==> src/ampd_pkg.sv <==
// Package for the accelerometer magnitude peak detector.
// Holds payload types, register indexes and sizing constants; depends on nothing.
package ampd_pkg;
  localparam int WINDOW_MAX = 64;
  localparam int IDX_W = $clog2(WINDOW_MAX);
  localparam int WIN_W = $clog2(WINDOW_MAX + 1);
  localparam int MAG_W = 20;
  localparam int SUM_W = MAG_W + IDX_W;
  localparam int SQ_W = 42;
  localparam logic [MAG_W-1:0] MAG_MAX = {MAG_W{1'b1}};
  localparam logic [SUM_W-1:0] SUM_MAX = SUM_W'(WINDOW_MAX) * SUM_W'(MAG_MAX);
  localparam int CFG_W = 20;
  localparam logic [1:0] REG_WINDOW = 2'd0;
  localparam logic [1:0] REG_TEMPO = 2'd1;
  localparam logic [1:0] REG_THRESH = 2'd2;

  typedef struct packed {
    logic signed [15:0] accel_x;
    logic signed [15:0] accel_y;
    logic signed [15:0] accel_z;
    logic [31:0] sample_index;
  } in_item_t;

  typedef struct packed {
    logic [19:0] average;
    logic [19:0] peak_value;
    logic peak_found;
    logic [15:0] peak_count;
  } out_item_t;

  typedef struct packed {
    logic [MAG_W-1:0] mag;
    logic [31:0] sample_index;
  } mag_item_t;
endpackage

==> src/ampd_front.sv <==
// Front part: accepts items and forms the Q.4 magnitude with an iterative square root.
// Depends on ampd_pkg.
module ampd_front (
  input  logic clk,
  input  logic rst_n,
  input  logic in_valid,
  output logic in_ready,
  input  ampd_pkg::in_item_t in_data,
  output logic m_valid,
  input  logic m_ready,
  output ampd_pkg::mag_item_t m_data
);
  import ampd_pkg::*;

  typedef enum logic [3:0] {
    F_IDLE = 4'b0001, F_SQ = 4'b0010, F_ROOT = 4'b0100, F_DONE = 4'b1000
  } fstate_t;

  fstate_t state_r, state_nxt;
  logic [SQ_W-1:0] v_r, v_nxt;
  logic [SQ_W-1:0] root_r, root_nxt;
  logic [SQ_W-1:0] bit_r, bit_nxt;
  logic [1:0] ax_r, ax_nxt;
  logic [31:0] idx_r, idx_nxt;
  logic signed [15:0] a_r [3];
  logic [31:0] sq;
  logic [SQ_W-1:0] trial;

  always_comb begin
    sq = 32'(a_r[ax_r] * a_r[ax_r]);
    trial = root_r + bit_r;
  end

  always_comb begin
    state_nxt = state_r;
    v_nxt = v_r;
    root_nxt = root_r;
    bit_nxt = bit_r;
    ax_nxt = ax_r;
    idx_nxt = idx_r;
    case (state_r)
      F_IDLE: begin
        if (in_valid) begin
          v_nxt = '0;
          ax_nxt = '0;
          idx_nxt = in_data.sample_index;
          state_nxt = F_SQ;
        end
      end
      F_SQ: begin
        v_nxt = v_r + SQ_W'(sq);
        ax_nxt = ax_r + 2'd1;
        if (ax_r == 2'd2) begin
          v_nxt = (v_r + SQ_W'(sq)) << 8;
          root_nxt = '0;
          bit_nxt = SQ_W'(1) << (SQ_W - 2);
          state_nxt = F_ROOT;
        end
      end
      F_ROOT: begin
        if (v_r >= trial) begin
          v_nxt = v_r - trial;
          root_nxt = (root_r >> 1) + bit_r;
        end else begin
          root_nxt = root_r >> 1;
        end
        bit_nxt = bit_r >> 2;
        if (bit_r[0]) state_nxt = F_DONE;
      end
      F_DONE: begin
        if (m_ready) state_nxt = F_IDLE;
      end
      default: state_nxt = F_IDLE;
    endcase
  end

  always_ff @(posedge clk) begin
    if (!rst_n) begin
      state_r <= F_IDLE;
    end else begin
      state_r <= state_nxt;
    end
    v_r <= v_nxt;
    root_r <= root_nxt;
    bit_r <= bit_nxt;
    ax_r <= ax_nxt;
    idx_r <= idx_nxt;
    if (state_r == F_IDLE && in_valid) begin
      a_r[0] <= in_data.accel_x;
      a_r[1] <= in_data.accel_y;
      a_r[2] <= in_data.accel_z;
    end
  end

  assign in_ready = (state_r == F_IDLE);
  assign m_valid = (state_r == F_DONE);
  assign m_data.mag = (root_r > SQ_W'(MAG_MAX)) ? MAG_MAX : root_r[MAG_W-1:0];
  assign m_data.sample_index = idx_r;
endmodule

==> src/ampd_queue.sv <==
// Short queue of two magnitude items between front and back parts.
// Depends on ampd_pkg.
module ampd_queue (
  input  logic clk,
  input  logic rst_n,
  input  logic s_valid,
  output logic s_ready,
  input  ampd_pkg::mag_item_t s_data,
  output logic m_valid,
  input  logic m_ready,
  output ampd_pkg::mag_item_t m_data
);
  import ampd_pkg::*;

  mag_item_t buf_r [2];
  logic wp_r, rp_r;
  logic [1:0] cnt_r;
  logic push, pop;

  assign s_ready = (cnt_r != 2'd2);
  assign m_valid = (cnt_r != 2'd0);
  assign m_data = buf_r[rp_r];
  assign push = s_valid && s_ready;
  assign pop = m_valid && m_ready;

  always_ff @(posedge clk) begin
    if (!rst_n) begin
      wp_r <= 1'b0;
      rp_r <= 1'b0;
      cnt_r <= 2'd0;
    end else begin
      if (push) wp_r <= ~wp_r;
      if (pop) rp_r <= ~rp_r;
      cnt_r <= cnt_r + {1'b0, push} - {1'b0, pop};
    end
    if (push) buf_r[wp_r] <= s_data;
  end
endmodule

==> src/ampd_back.sv <==
// Back part: magnitude ring, running sum, serial divider and peak decision.
// Depends on ampd_pkg.
module ampd_back (
  input  logic clk,
  input  logic rst_n,
  input  logic s_valid,
  output logic s_ready,
  input  ampd_pkg::mag_item_t s_data,
  input  logic cfg_we,
  input  logic [1:0] cfg_index,
  input  logic [ampd_pkg::CFG_W-1:0] cfg_wdata,
  output logic out_valid,
  input  logic out_ready,
  output ampd_pkg::out_item_t out_data
);
  import ampd_pkg::*;

  typedef enum logic [6:0] {
    B_IDLE = 7'b0000001, B_MOD = 7'b0000010, B_RD = 7'b0000100, B_SUM = 7'b0001000,
    B_DIV = 7'b0010000, B_DEC = 7'b0100000, B_OUT = 7'b1000000
  } bstate_t;

  bstate_t state_r, state_nxt;
  logic [6:0] win_cfg_r;
  logic [15:0] tempo_r;
  logic [19:0] thresh_r;
  logic [MAG_W-1:0] ring [WINDOW_MAX];
  logic [MAG_W-1:0] old_r;
  logic [SUM_W-1:0] sum_r;
  logic [MAG_W-1:0] prev_avg_r;
  logic prev_rise_r;
  logic [31:0] last_peak_r;
  logic [15:0] peaks_r;
  logic [MAG_W-1:0] mag_r;
  logic [31:0] k_r;
  logic [WIN_W-1:0] win_r;
  logic [31:0] kmod_r;
  logic [IDX_W-1:0] mrem_r;
  logic [32:0] divisor_r;
  logic [SUM_W-1:0] rem_r, quo_r;
  logic [5:0] dcnt_r;
  logic [32:0] cmp;
  logic [SUM_W-1:0] total;
  logic [MAG_W-1:0] avg;
  logic rising, peak;
  out_item_t res_r;
  logic [WIN_W-1:0] win_eff;
  logic [WIN_W-1:0] mt1, mt2;
  logic [IDX_W-1:0] mr1, mr2;
  logic [SUM_W:0] grow, diff;
  logic [SUM_W-1:0] fill_sum, full_sum;

  always_comb begin
    if (win_cfg_r == 7'd0) win_eff = WIN_W'(1);
    else if (win_cfg_r > 7'(WINDOW_MAX)) win_eff = WIN_W'(WINDOW_MAX);
    else win_eff = WIN_W'(win_cfg_r);
  end

  // Ring position: remainder of the index by the window, two index bits a cycle.
  always_comb begin
    mt1 = {mrem_r, kmod_r[31]};
    mr1 = (mt1 >= win_r) ? IDX_W'(mt1 - win_r) : mt1[IDX_W-1:0];
    mt2 = {mr1, kmod_r[30]};
    mr2 = (mt2 >= win_r) ? IDX_W'(mt2 - win_r) : mt2[IDX_W-1:0];
  end

  always_comb begin
    grow = {1'b0, sum_r} + (SUM_W+1)'(mag_r);
    fill_sum = (grow > {1'b0, SUM_MAX}) ? SUM_MAX : grow[SUM_W-1:0];
    diff = (grow >= (SUM_W+1)'(old_r)) ? grow - (SUM_W+1)'(old_r) : '0;
    full_sum = (diff > {1'b0, SUM_MAX}) ? SUM_MAX : diff[SUM_W-1:0];
  end

  always_comb begin
    cmp = 33'({rem_r[SUM_W-2:0], quo_r[SUM_W-1]});
    total = sum_r;
    avg = (quo_r > SUM_W'(MAG_MAX)) ? MAG_MAX : quo_r[MAG_W-1:0];
    rising = (k_r == 32'd0) || (avg >= prev_avg_r);
    peak = prev_rise_r && !rising && (avg > thresh_r) &&
           ({1'b0, k_r} > ({1'b0, last_peak_r} + {17'd0, tempo_r}));
    state_nxt = state_r;
    case (state_r)
      B_IDLE: if (s_valid) state_nxt = B_MOD;
      B_MOD: if (dcnt_r == 6'd15) state_nxt = B_RD;
      B_RD: state_nxt = B_SUM;
      B_SUM: state_nxt = B_DIV;
      B_DIV: if (dcnt_r == 6'(SUM_W)) state_nxt = B_DEC;
      B_DEC: state_nxt = B_OUT;
      B_OUT: if (out_ready) state_nxt = B_IDLE;
      default: state_nxt = B_IDLE;
    endcase
  end

  always_ff @(posedge clk) begin
    if (!rst_n) begin
      state_r <= B_IDLE;
      win_cfg_r <= 7'd8;
      tempo_r <= '0;
      thresh_r <= '0;
      sum_r <= '0;
      prev_avg_r <= '0;
      prev_rise_r <= 1'b1;
      last_peak_r <= '0;
      peaks_r <= '0;
    end else begin
      state_r <= state_nxt;
      if (cfg_we) begin
        case (cfg_index)
          REG_WINDOW: win_cfg_r <= cfg_wdata[6:0];
          REG_TEMPO: tempo_r <= cfg_wdata[15:0];
          REG_THRESH: thresh_r <= cfg_wdata[19:0];
          default: ;
        endcase
      end
      case (state_r)
        B_IDLE: if (s_valid) begin
          mag_r <= s_data.mag;
          k_r <= s_data.sample_index;
          kmod_r <= s_data.sample_index;
          mrem_r <= '0;
          dcnt_r <= '0;
          win_r <= win_eff;
        end
        B_MOD: begin
          mrem_r <= mr2;
          kmod_r <= kmod_r << 2;
          dcnt_r <= dcnt_r + 6'd1;
        end
        B_RD: begin
          old_r <= ring[mrem_r];
        end
        B_SUM: begin
          if (k_r == 32'd0) begin
            sum_r <= SUM_W'(mag_r);
            divisor_r <= 33'd1;
          end else if (k_r < 32'(win_r)) begin
            sum_r <= fill_sum;
            divisor_r <= {1'b0, k_r} + 33'd1;
          end else begin
            sum_r <= full_sum;
            divisor_r <= 33'(win_r);
          end
          ring[mrem_r] <= mag_r;
          rem_r <= '0;
          dcnt_r <= '0;
        end
        B_DIV: begin
          if (dcnt_r == 6'd0) quo_r <= total;
          else begin
            if (cmp >= divisor_r) begin
              rem_r <= SUM_W'(cmp - divisor_r);
              quo_r <= {quo_r[SUM_W-2:0], 1'b1};
            end else begin
              rem_r <= SUM_W'(cmp);
              quo_r <= {quo_r[SUM_W-2:0], 1'b0};
            end
          end
          dcnt_r <= dcnt_r + 6'd1;
        end
        B_DEC: begin
          res_r.average <= avg;
          res_r.peak_value <= peak ? avg : '0;
          res_r.peak_found <= peak;
          if (k_r == 32'd0) begin
            peaks_r <= '0;
            last_peak_r <= '0;
            res_r.peak_count <= '0;
          end else if (peak) begin
            peaks_r <= peaks_r + 16'd1;
            last_peak_r <= k_r;
            res_r.peak_count <= peaks_r + 16'd1;
          end else begin
            res_r.peak_count <= peaks_r;
          end
          prev_avg_r <= avg;
          prev_rise_r <= rising;
        end
        default: ;
      endcase
    end
  end

  assign s_ready = (state_r == B_IDLE);
  assign out_valid = (state_r == B_OUT);
  assign out_data = res_r;
endmodule

==> src/accel_magnitude_peak_detector.sv <==
// Top level of the accelerometer magnitude peak detector.
// Depends on ampd_pkg, ampd_front, ampd_queue and ampd_back.
//  channel  ports                       direction
//  in       in_valid/in_ready/in_data   item in
//  out      out_valid/out_ready/out_data result out
//  cfg      cfg_we/cfg_index/cfg_wdata  register write
// The front works on one item at a time: three squaring steps and a 21-step square root.
// The back works on one item at a time: 16 steps for the ring position, a serial
// divider, and steps for accept, ring read, sum, decision and hand-off.
// A two-entry queue lets the front start the next item while the back works.
// Reset is synchronous and active low; a stall on out holds the back, and once
// the queue is full the front and in_ready wait as well.
module accel_magnitude_peak_detector (
  input  logic clk,
  input  logic rst_n,
  input  logic in_valid,
  output logic in_ready,
  input  ampd_pkg::in_item_t in_data,
  output logic out_valid,
  input  logic out_ready,
  output ampd_pkg::out_item_t out_data,
  input  logic cfg_we,
  input  logic [1:0] cfg_index,
  input  logic [ampd_pkg::CFG_W-1:0] cfg_wdata
);
  import ampd_pkg::*;

  logic f_valid, f_ready, b_valid, b_ready;
  mag_item_t f_data, b_data;

  ampd_front u_front (.clk, .rst_n, .in_valid, .in_ready, .in_data,
    .m_valid(f_valid), .m_ready(f_ready), .m_data(f_data));
  ampd_queue u_queue (.clk, .rst_n, .s_valid(f_valid), .s_ready(f_ready), .s_data(f_data),
    .m_valid(b_valid), .m_ready(b_ready), .m_data(b_data));
  ampd_back u_back (.clk, .rst_n, .s_valid(b_valid), .s_ready(b_ready), .s_data(b_data),
    .cfg_we, .cfg_index, .cfg_wdata, .out_valid, .out_ready, .out_data);
endmodule

==> config.mk <==
export PLATFORM = sky130hd
export DESIGN_NAME = accel_magnitude_peak_detector
export DESIGN_NICKNAME = d
export VERILOG_FILES = /design/src/ampd_pkg.sv /design/src/ampd_front.sv /design/src/ampd_queue.sv /design/src/ampd_back.sv /design/src/accel_magnitude_peak_detector.sv
export SDC_FILE = /design/constraint.sdc
export NUM_CORES = 2
export LEC_CHECK = 0
export BUFFER_PORTS_ARGS = -buffer_cell sky130_fd_sc_hd__buf_2
export CORE_MARGIN = 2
export CORE_UTILIZATION = 45
export CTS_CLUSTER_SIZE = 30
export DETAILED_ROUTE_END_ITERATION = 7
export PLACE_DENSITY = 0.62
export SYNTH_ARGS = -nofsm -noshare
export SYNTH_HDL_FRONTEND = slang
export SYNTH_HIERARCHICAL = 1
export SYNTH_SLANG_ARGS = --single-unit
export TNS_END_PERCENT = 5
==> constraint.sdc <==
create_clock -name clk -period 12.2 [get_ports clk]
set_input_delay 2.44 -clock clk [delete_from_list [all_inputs] [get_ports clk]]
set_output_delay 2.44 -clock clk [all_outputs]
set_load 0.03 [all_outputs]
==> metrics.md <==
| Metric | Value |
|---|---|
| Die span in y | 469.0 um |
| Max-Cap Viols | 1 |
| Routed WL | 267,400 um |
| Final Cycle Share | 85.13% |
| Area growth syn-to-layout | 11.51% |
| FF-to-FF setup slack | ~1.8 ns |
| Inst Count DP | 10,390 |
| CTS resizes | 0 |
| Row count | 170 |
| Met2 GRT Util | 38.11% |
| M3 GR Usage | 3.586% |
| Number of detailed-route iterations in the first pass | 6 |
| Later-pin clock latency in the skew report | 0.87 ns |
| Violated checks | capacitance limit |
| Hold Crit Class | register to register |
| Number of synthesized flops with an enable pin | 1,835 |
| Share of post-route cells with drive strength above 1 | 10.51% |
| Clock Tree Buf Depth | 3 |
| Final setup fails | 0 |
| F_max | between 90 and 100 MHz |
| Delay of the slowest critical-path stage | 0.81 ns |
| Warnings, synthesis | 6 |
| CTS tree | yes |
| Grt total ovfl | 0 |
| FF+latch count, synth | 1,991 |
| Mean Syn Cell Area | 12.92 um^2 |
| Root Driver | clkbuf_16 |
| Largest net degree at the start of global routing | 109 |
| Slew at the pin with the worst max-slew slack | 1.456 ns |
| H-Tree Depth | 4 |
| Post-CTS Repair Setup Buffers | 0 |
| Worst rel slew slack | 2.694% |
| Final instance area | approximately 0.11 mm^2 |
| Hold slack | 0.4418 ns |
| Overall Global Routing Usage | 23.88% |
| Critical Setup Path Class | register to register |
| Post-DP Area | slightly above 0.1 mm^2 |
| Total Die Area | 0.2200 mm^2 |
| Sequential area share after synthesis | 59.84% |
| Slew Limit Fails | 0 |
| Initial antenna violation count | 15 |
| Final Hold Vio Count | 0 |
| Core footprint | 0.2148 mm^2 |
| Non-Filler Instances | 10,770 |
| GPL Wtd Cong | 0.9059 |
| Largest cells by area after synthesis | edfxtp_1, fa_1, ha_1, a22oi_1, dfxtp_1 |
| DR iter-0 viols | 6,820 |
| DPL Wire Length | roughly 170,000 um |
| Number of global-route vias before repair | 62,400 |
| Critical Path Start Type | register |
| WL per Instance | 24.83 um |
| Clock transition at path regs | approximately 0.060 ns |
| Routed Antenna Nets | 0 |
| Worst Path Required | around 13 ns |
| Fill cells | 18,330 |
| Mapped Cells | 7,531 |
| CTS sink cnt | around 2,000 |
| Crit path max-delay cell type | dfxtp_1 |
| RSZ-0062 raised after global routing | false |
| Total negative slack | 0 ns |
| Min Tclk post-route | 10.39 ns |
| Asr flop ratio synth | 0% |
| CP arrival | 10.96 ns |
| I/O pin total | 166 |
| Yosys top cell area share | 56.63% |
| Vias | 64,450 |
| Die Wd | around 470 um |
| CP most frequent cell | fa_1 |
| First-pass GRT wire length | 397,500 um |
| Leading area contributor after synthesis | edfxtp_1 |
| DRC viols | 0 |
| Number of buffers created by CTS | 201 |
| Gr busiest metal | met2 |
| Skew final | 0.05229 ns |
| Count of different cell masters after synthesis | approximately 110 |
| Initial Util | between 40% and 50% |
| Status | finished, violations left |
| Cell Area, Synth | 0.09731 mm^2 |
| GRT met1 Usage | 33.95% |
| Nets@finish | around 8,500 |
| Setup crit end kind | register |
| Vias per std cell | between 5 and 6 |
| Primary FF master, synth | edfxtp_1 |
| Hold_buf cts | 0 |
| Largest fanout on the critical path | 19 |
| I/O Buffers | between 150 and 200 |
cells in the mapped netlist, types with 47 or more instances:
cell / number
a211oi_1: 57
a21o_1: 113
a21oi_1: 318
a221oi_1: 118
a22o_1: 109
a22oi_1: 446
a31oi_1: 158
and2_1: 50
and3_1: 54
clkbuf_1: 268
dfxtp_1: 156
edfxtp_1: 1835
fa_1: 244
ha_1: 387
inv_1: 515
mux2_1: 50
mux2_2: 61
mux2i_1: 97
nand2_1: 530
nand2b_1: 62
nand3_1: 111
nand4_1: 100
nor2_1: 452
nor3_1: 79
nor4_1: 47
o21a_1: 53
o21ai_0: 185
xnor2_1: 177
xor2_1: 112
critical path, delay by kind of cell, from the launching register on:
family | cells | cell delay, ns
AO/OA/AOI/OAI | 13 | 3.28
XOR/XNOR | 1 | 0.16
adder cells (fa/ha/maj) | 8 | 3.80
buffers and inverters | 6 | 1.11
flip-flops | 1 | 0.81
multiplexers | 1 | 0.26
AND/OR/NAND/NOR | 4 | 0.70
routing by layer:
layer | up-vias | wire length (um)
met5 | - | 38
met4 | 6 | 7271
met3 | 374 | 20480
met2 | 2569 | 125100
met1 | 32540 | 114500
li1 | 28960 | -
kinds of logic after synthesis:
family	count (synthesis)	share of synthesized area, %
DFF	1991	59.84
xor gates and xnor gates	289	2.601
adders and majority gates	631	9.996
buffers and inverters	866	3.432
AOI/OAI and AO/OA	1881	13.68
and+or+nand+nor	1664	8.173
muxes	208	2.282
other	1	0.003854
flip-flops by register name (all words and copies together) (netlist names), 20 cells and up, named ones only:
name / count
u_back/divisor_r: 33
u_back/k_r: 32
u_back/kmod_r: 32
u_back/last_peak_r: 32
u_back/mag_r: 20
u_back/old_r: 20
u_back/out_data: 57
u_back/prev_avg_r: 20
u_back/quo_r: 26
u_back/rem_r: 25
u_back/ring: 1280
u_back/sum_r: 26
u_back/thresh_r: 20
u_front/a_r: 48
u_front/bit_r: 21
u_front/idx_r: 32
u_front/root_r: 42
u_front/v_r: 42
u_queue/buf_r: 104
per-stage QoR:
| step | utilization (%) | worst slack [ns] |
|---|---|---|
| 3_5_place_dp | 47.51 | 1.841 |
| 5_1_grt | 50.50 | 1.100 |
| 2_1_floorplan | - | 2.944 |
| 4_1_cts | 50.50 | 1.798 |
| 3_3_place_gp | 47.51 | 2.240 |
| 6_report | 50.51 | 1.814 |
cell usage in the layout (no fill, tap or decap), drive strengths merged, types with 120 or more instances in the layout:
| master | n |
|---|---|
| nand2 | 531 |
| a31oi | 161 |
| a22oi | 446 |
| inv | 519 |
| a21oi | 319 |
| xnor2 | 177 |
| dfxtp | 156 |
| edfxtp | 1835 |
| o21ai | 218 |
| a221oi | 120 |
| ha | 387 |
| nor2 | 453 |
| clkbuf | 266 |
| fa | 244 |
| buf | 340 |
area by class of cell:
type,instances,area [um^2],area share (%)
sequential,1991,58230,53.66
multi-input combinational,4698,36120,33.28
clock buffer,266,5371,4.950
tap,2838,3551,3.273
timing repair buffer,340,2205,2.032
inverter,526,1976,1.821
clock inverter,104,1049,0.9663
antenna,5,12.51,0.01153
worst paths after layout:
kind                               end  cells past startpoint              start
setup / recovery       u_front/v_r[41]                     33           register
hold / removal    u_queue/buf_r[1][23]                      0  u_front/idx_r[23]
setup reg to reg       u_front/v_r[41]                     33           register
hold reg to reg   u_queue/buf_r[1][23]                      0  u_front/idx_r[23]
Power is left out: the tool's default activity adds up to more than one toggle a clock period on the data nets, which glitch-free logic cannot reach.
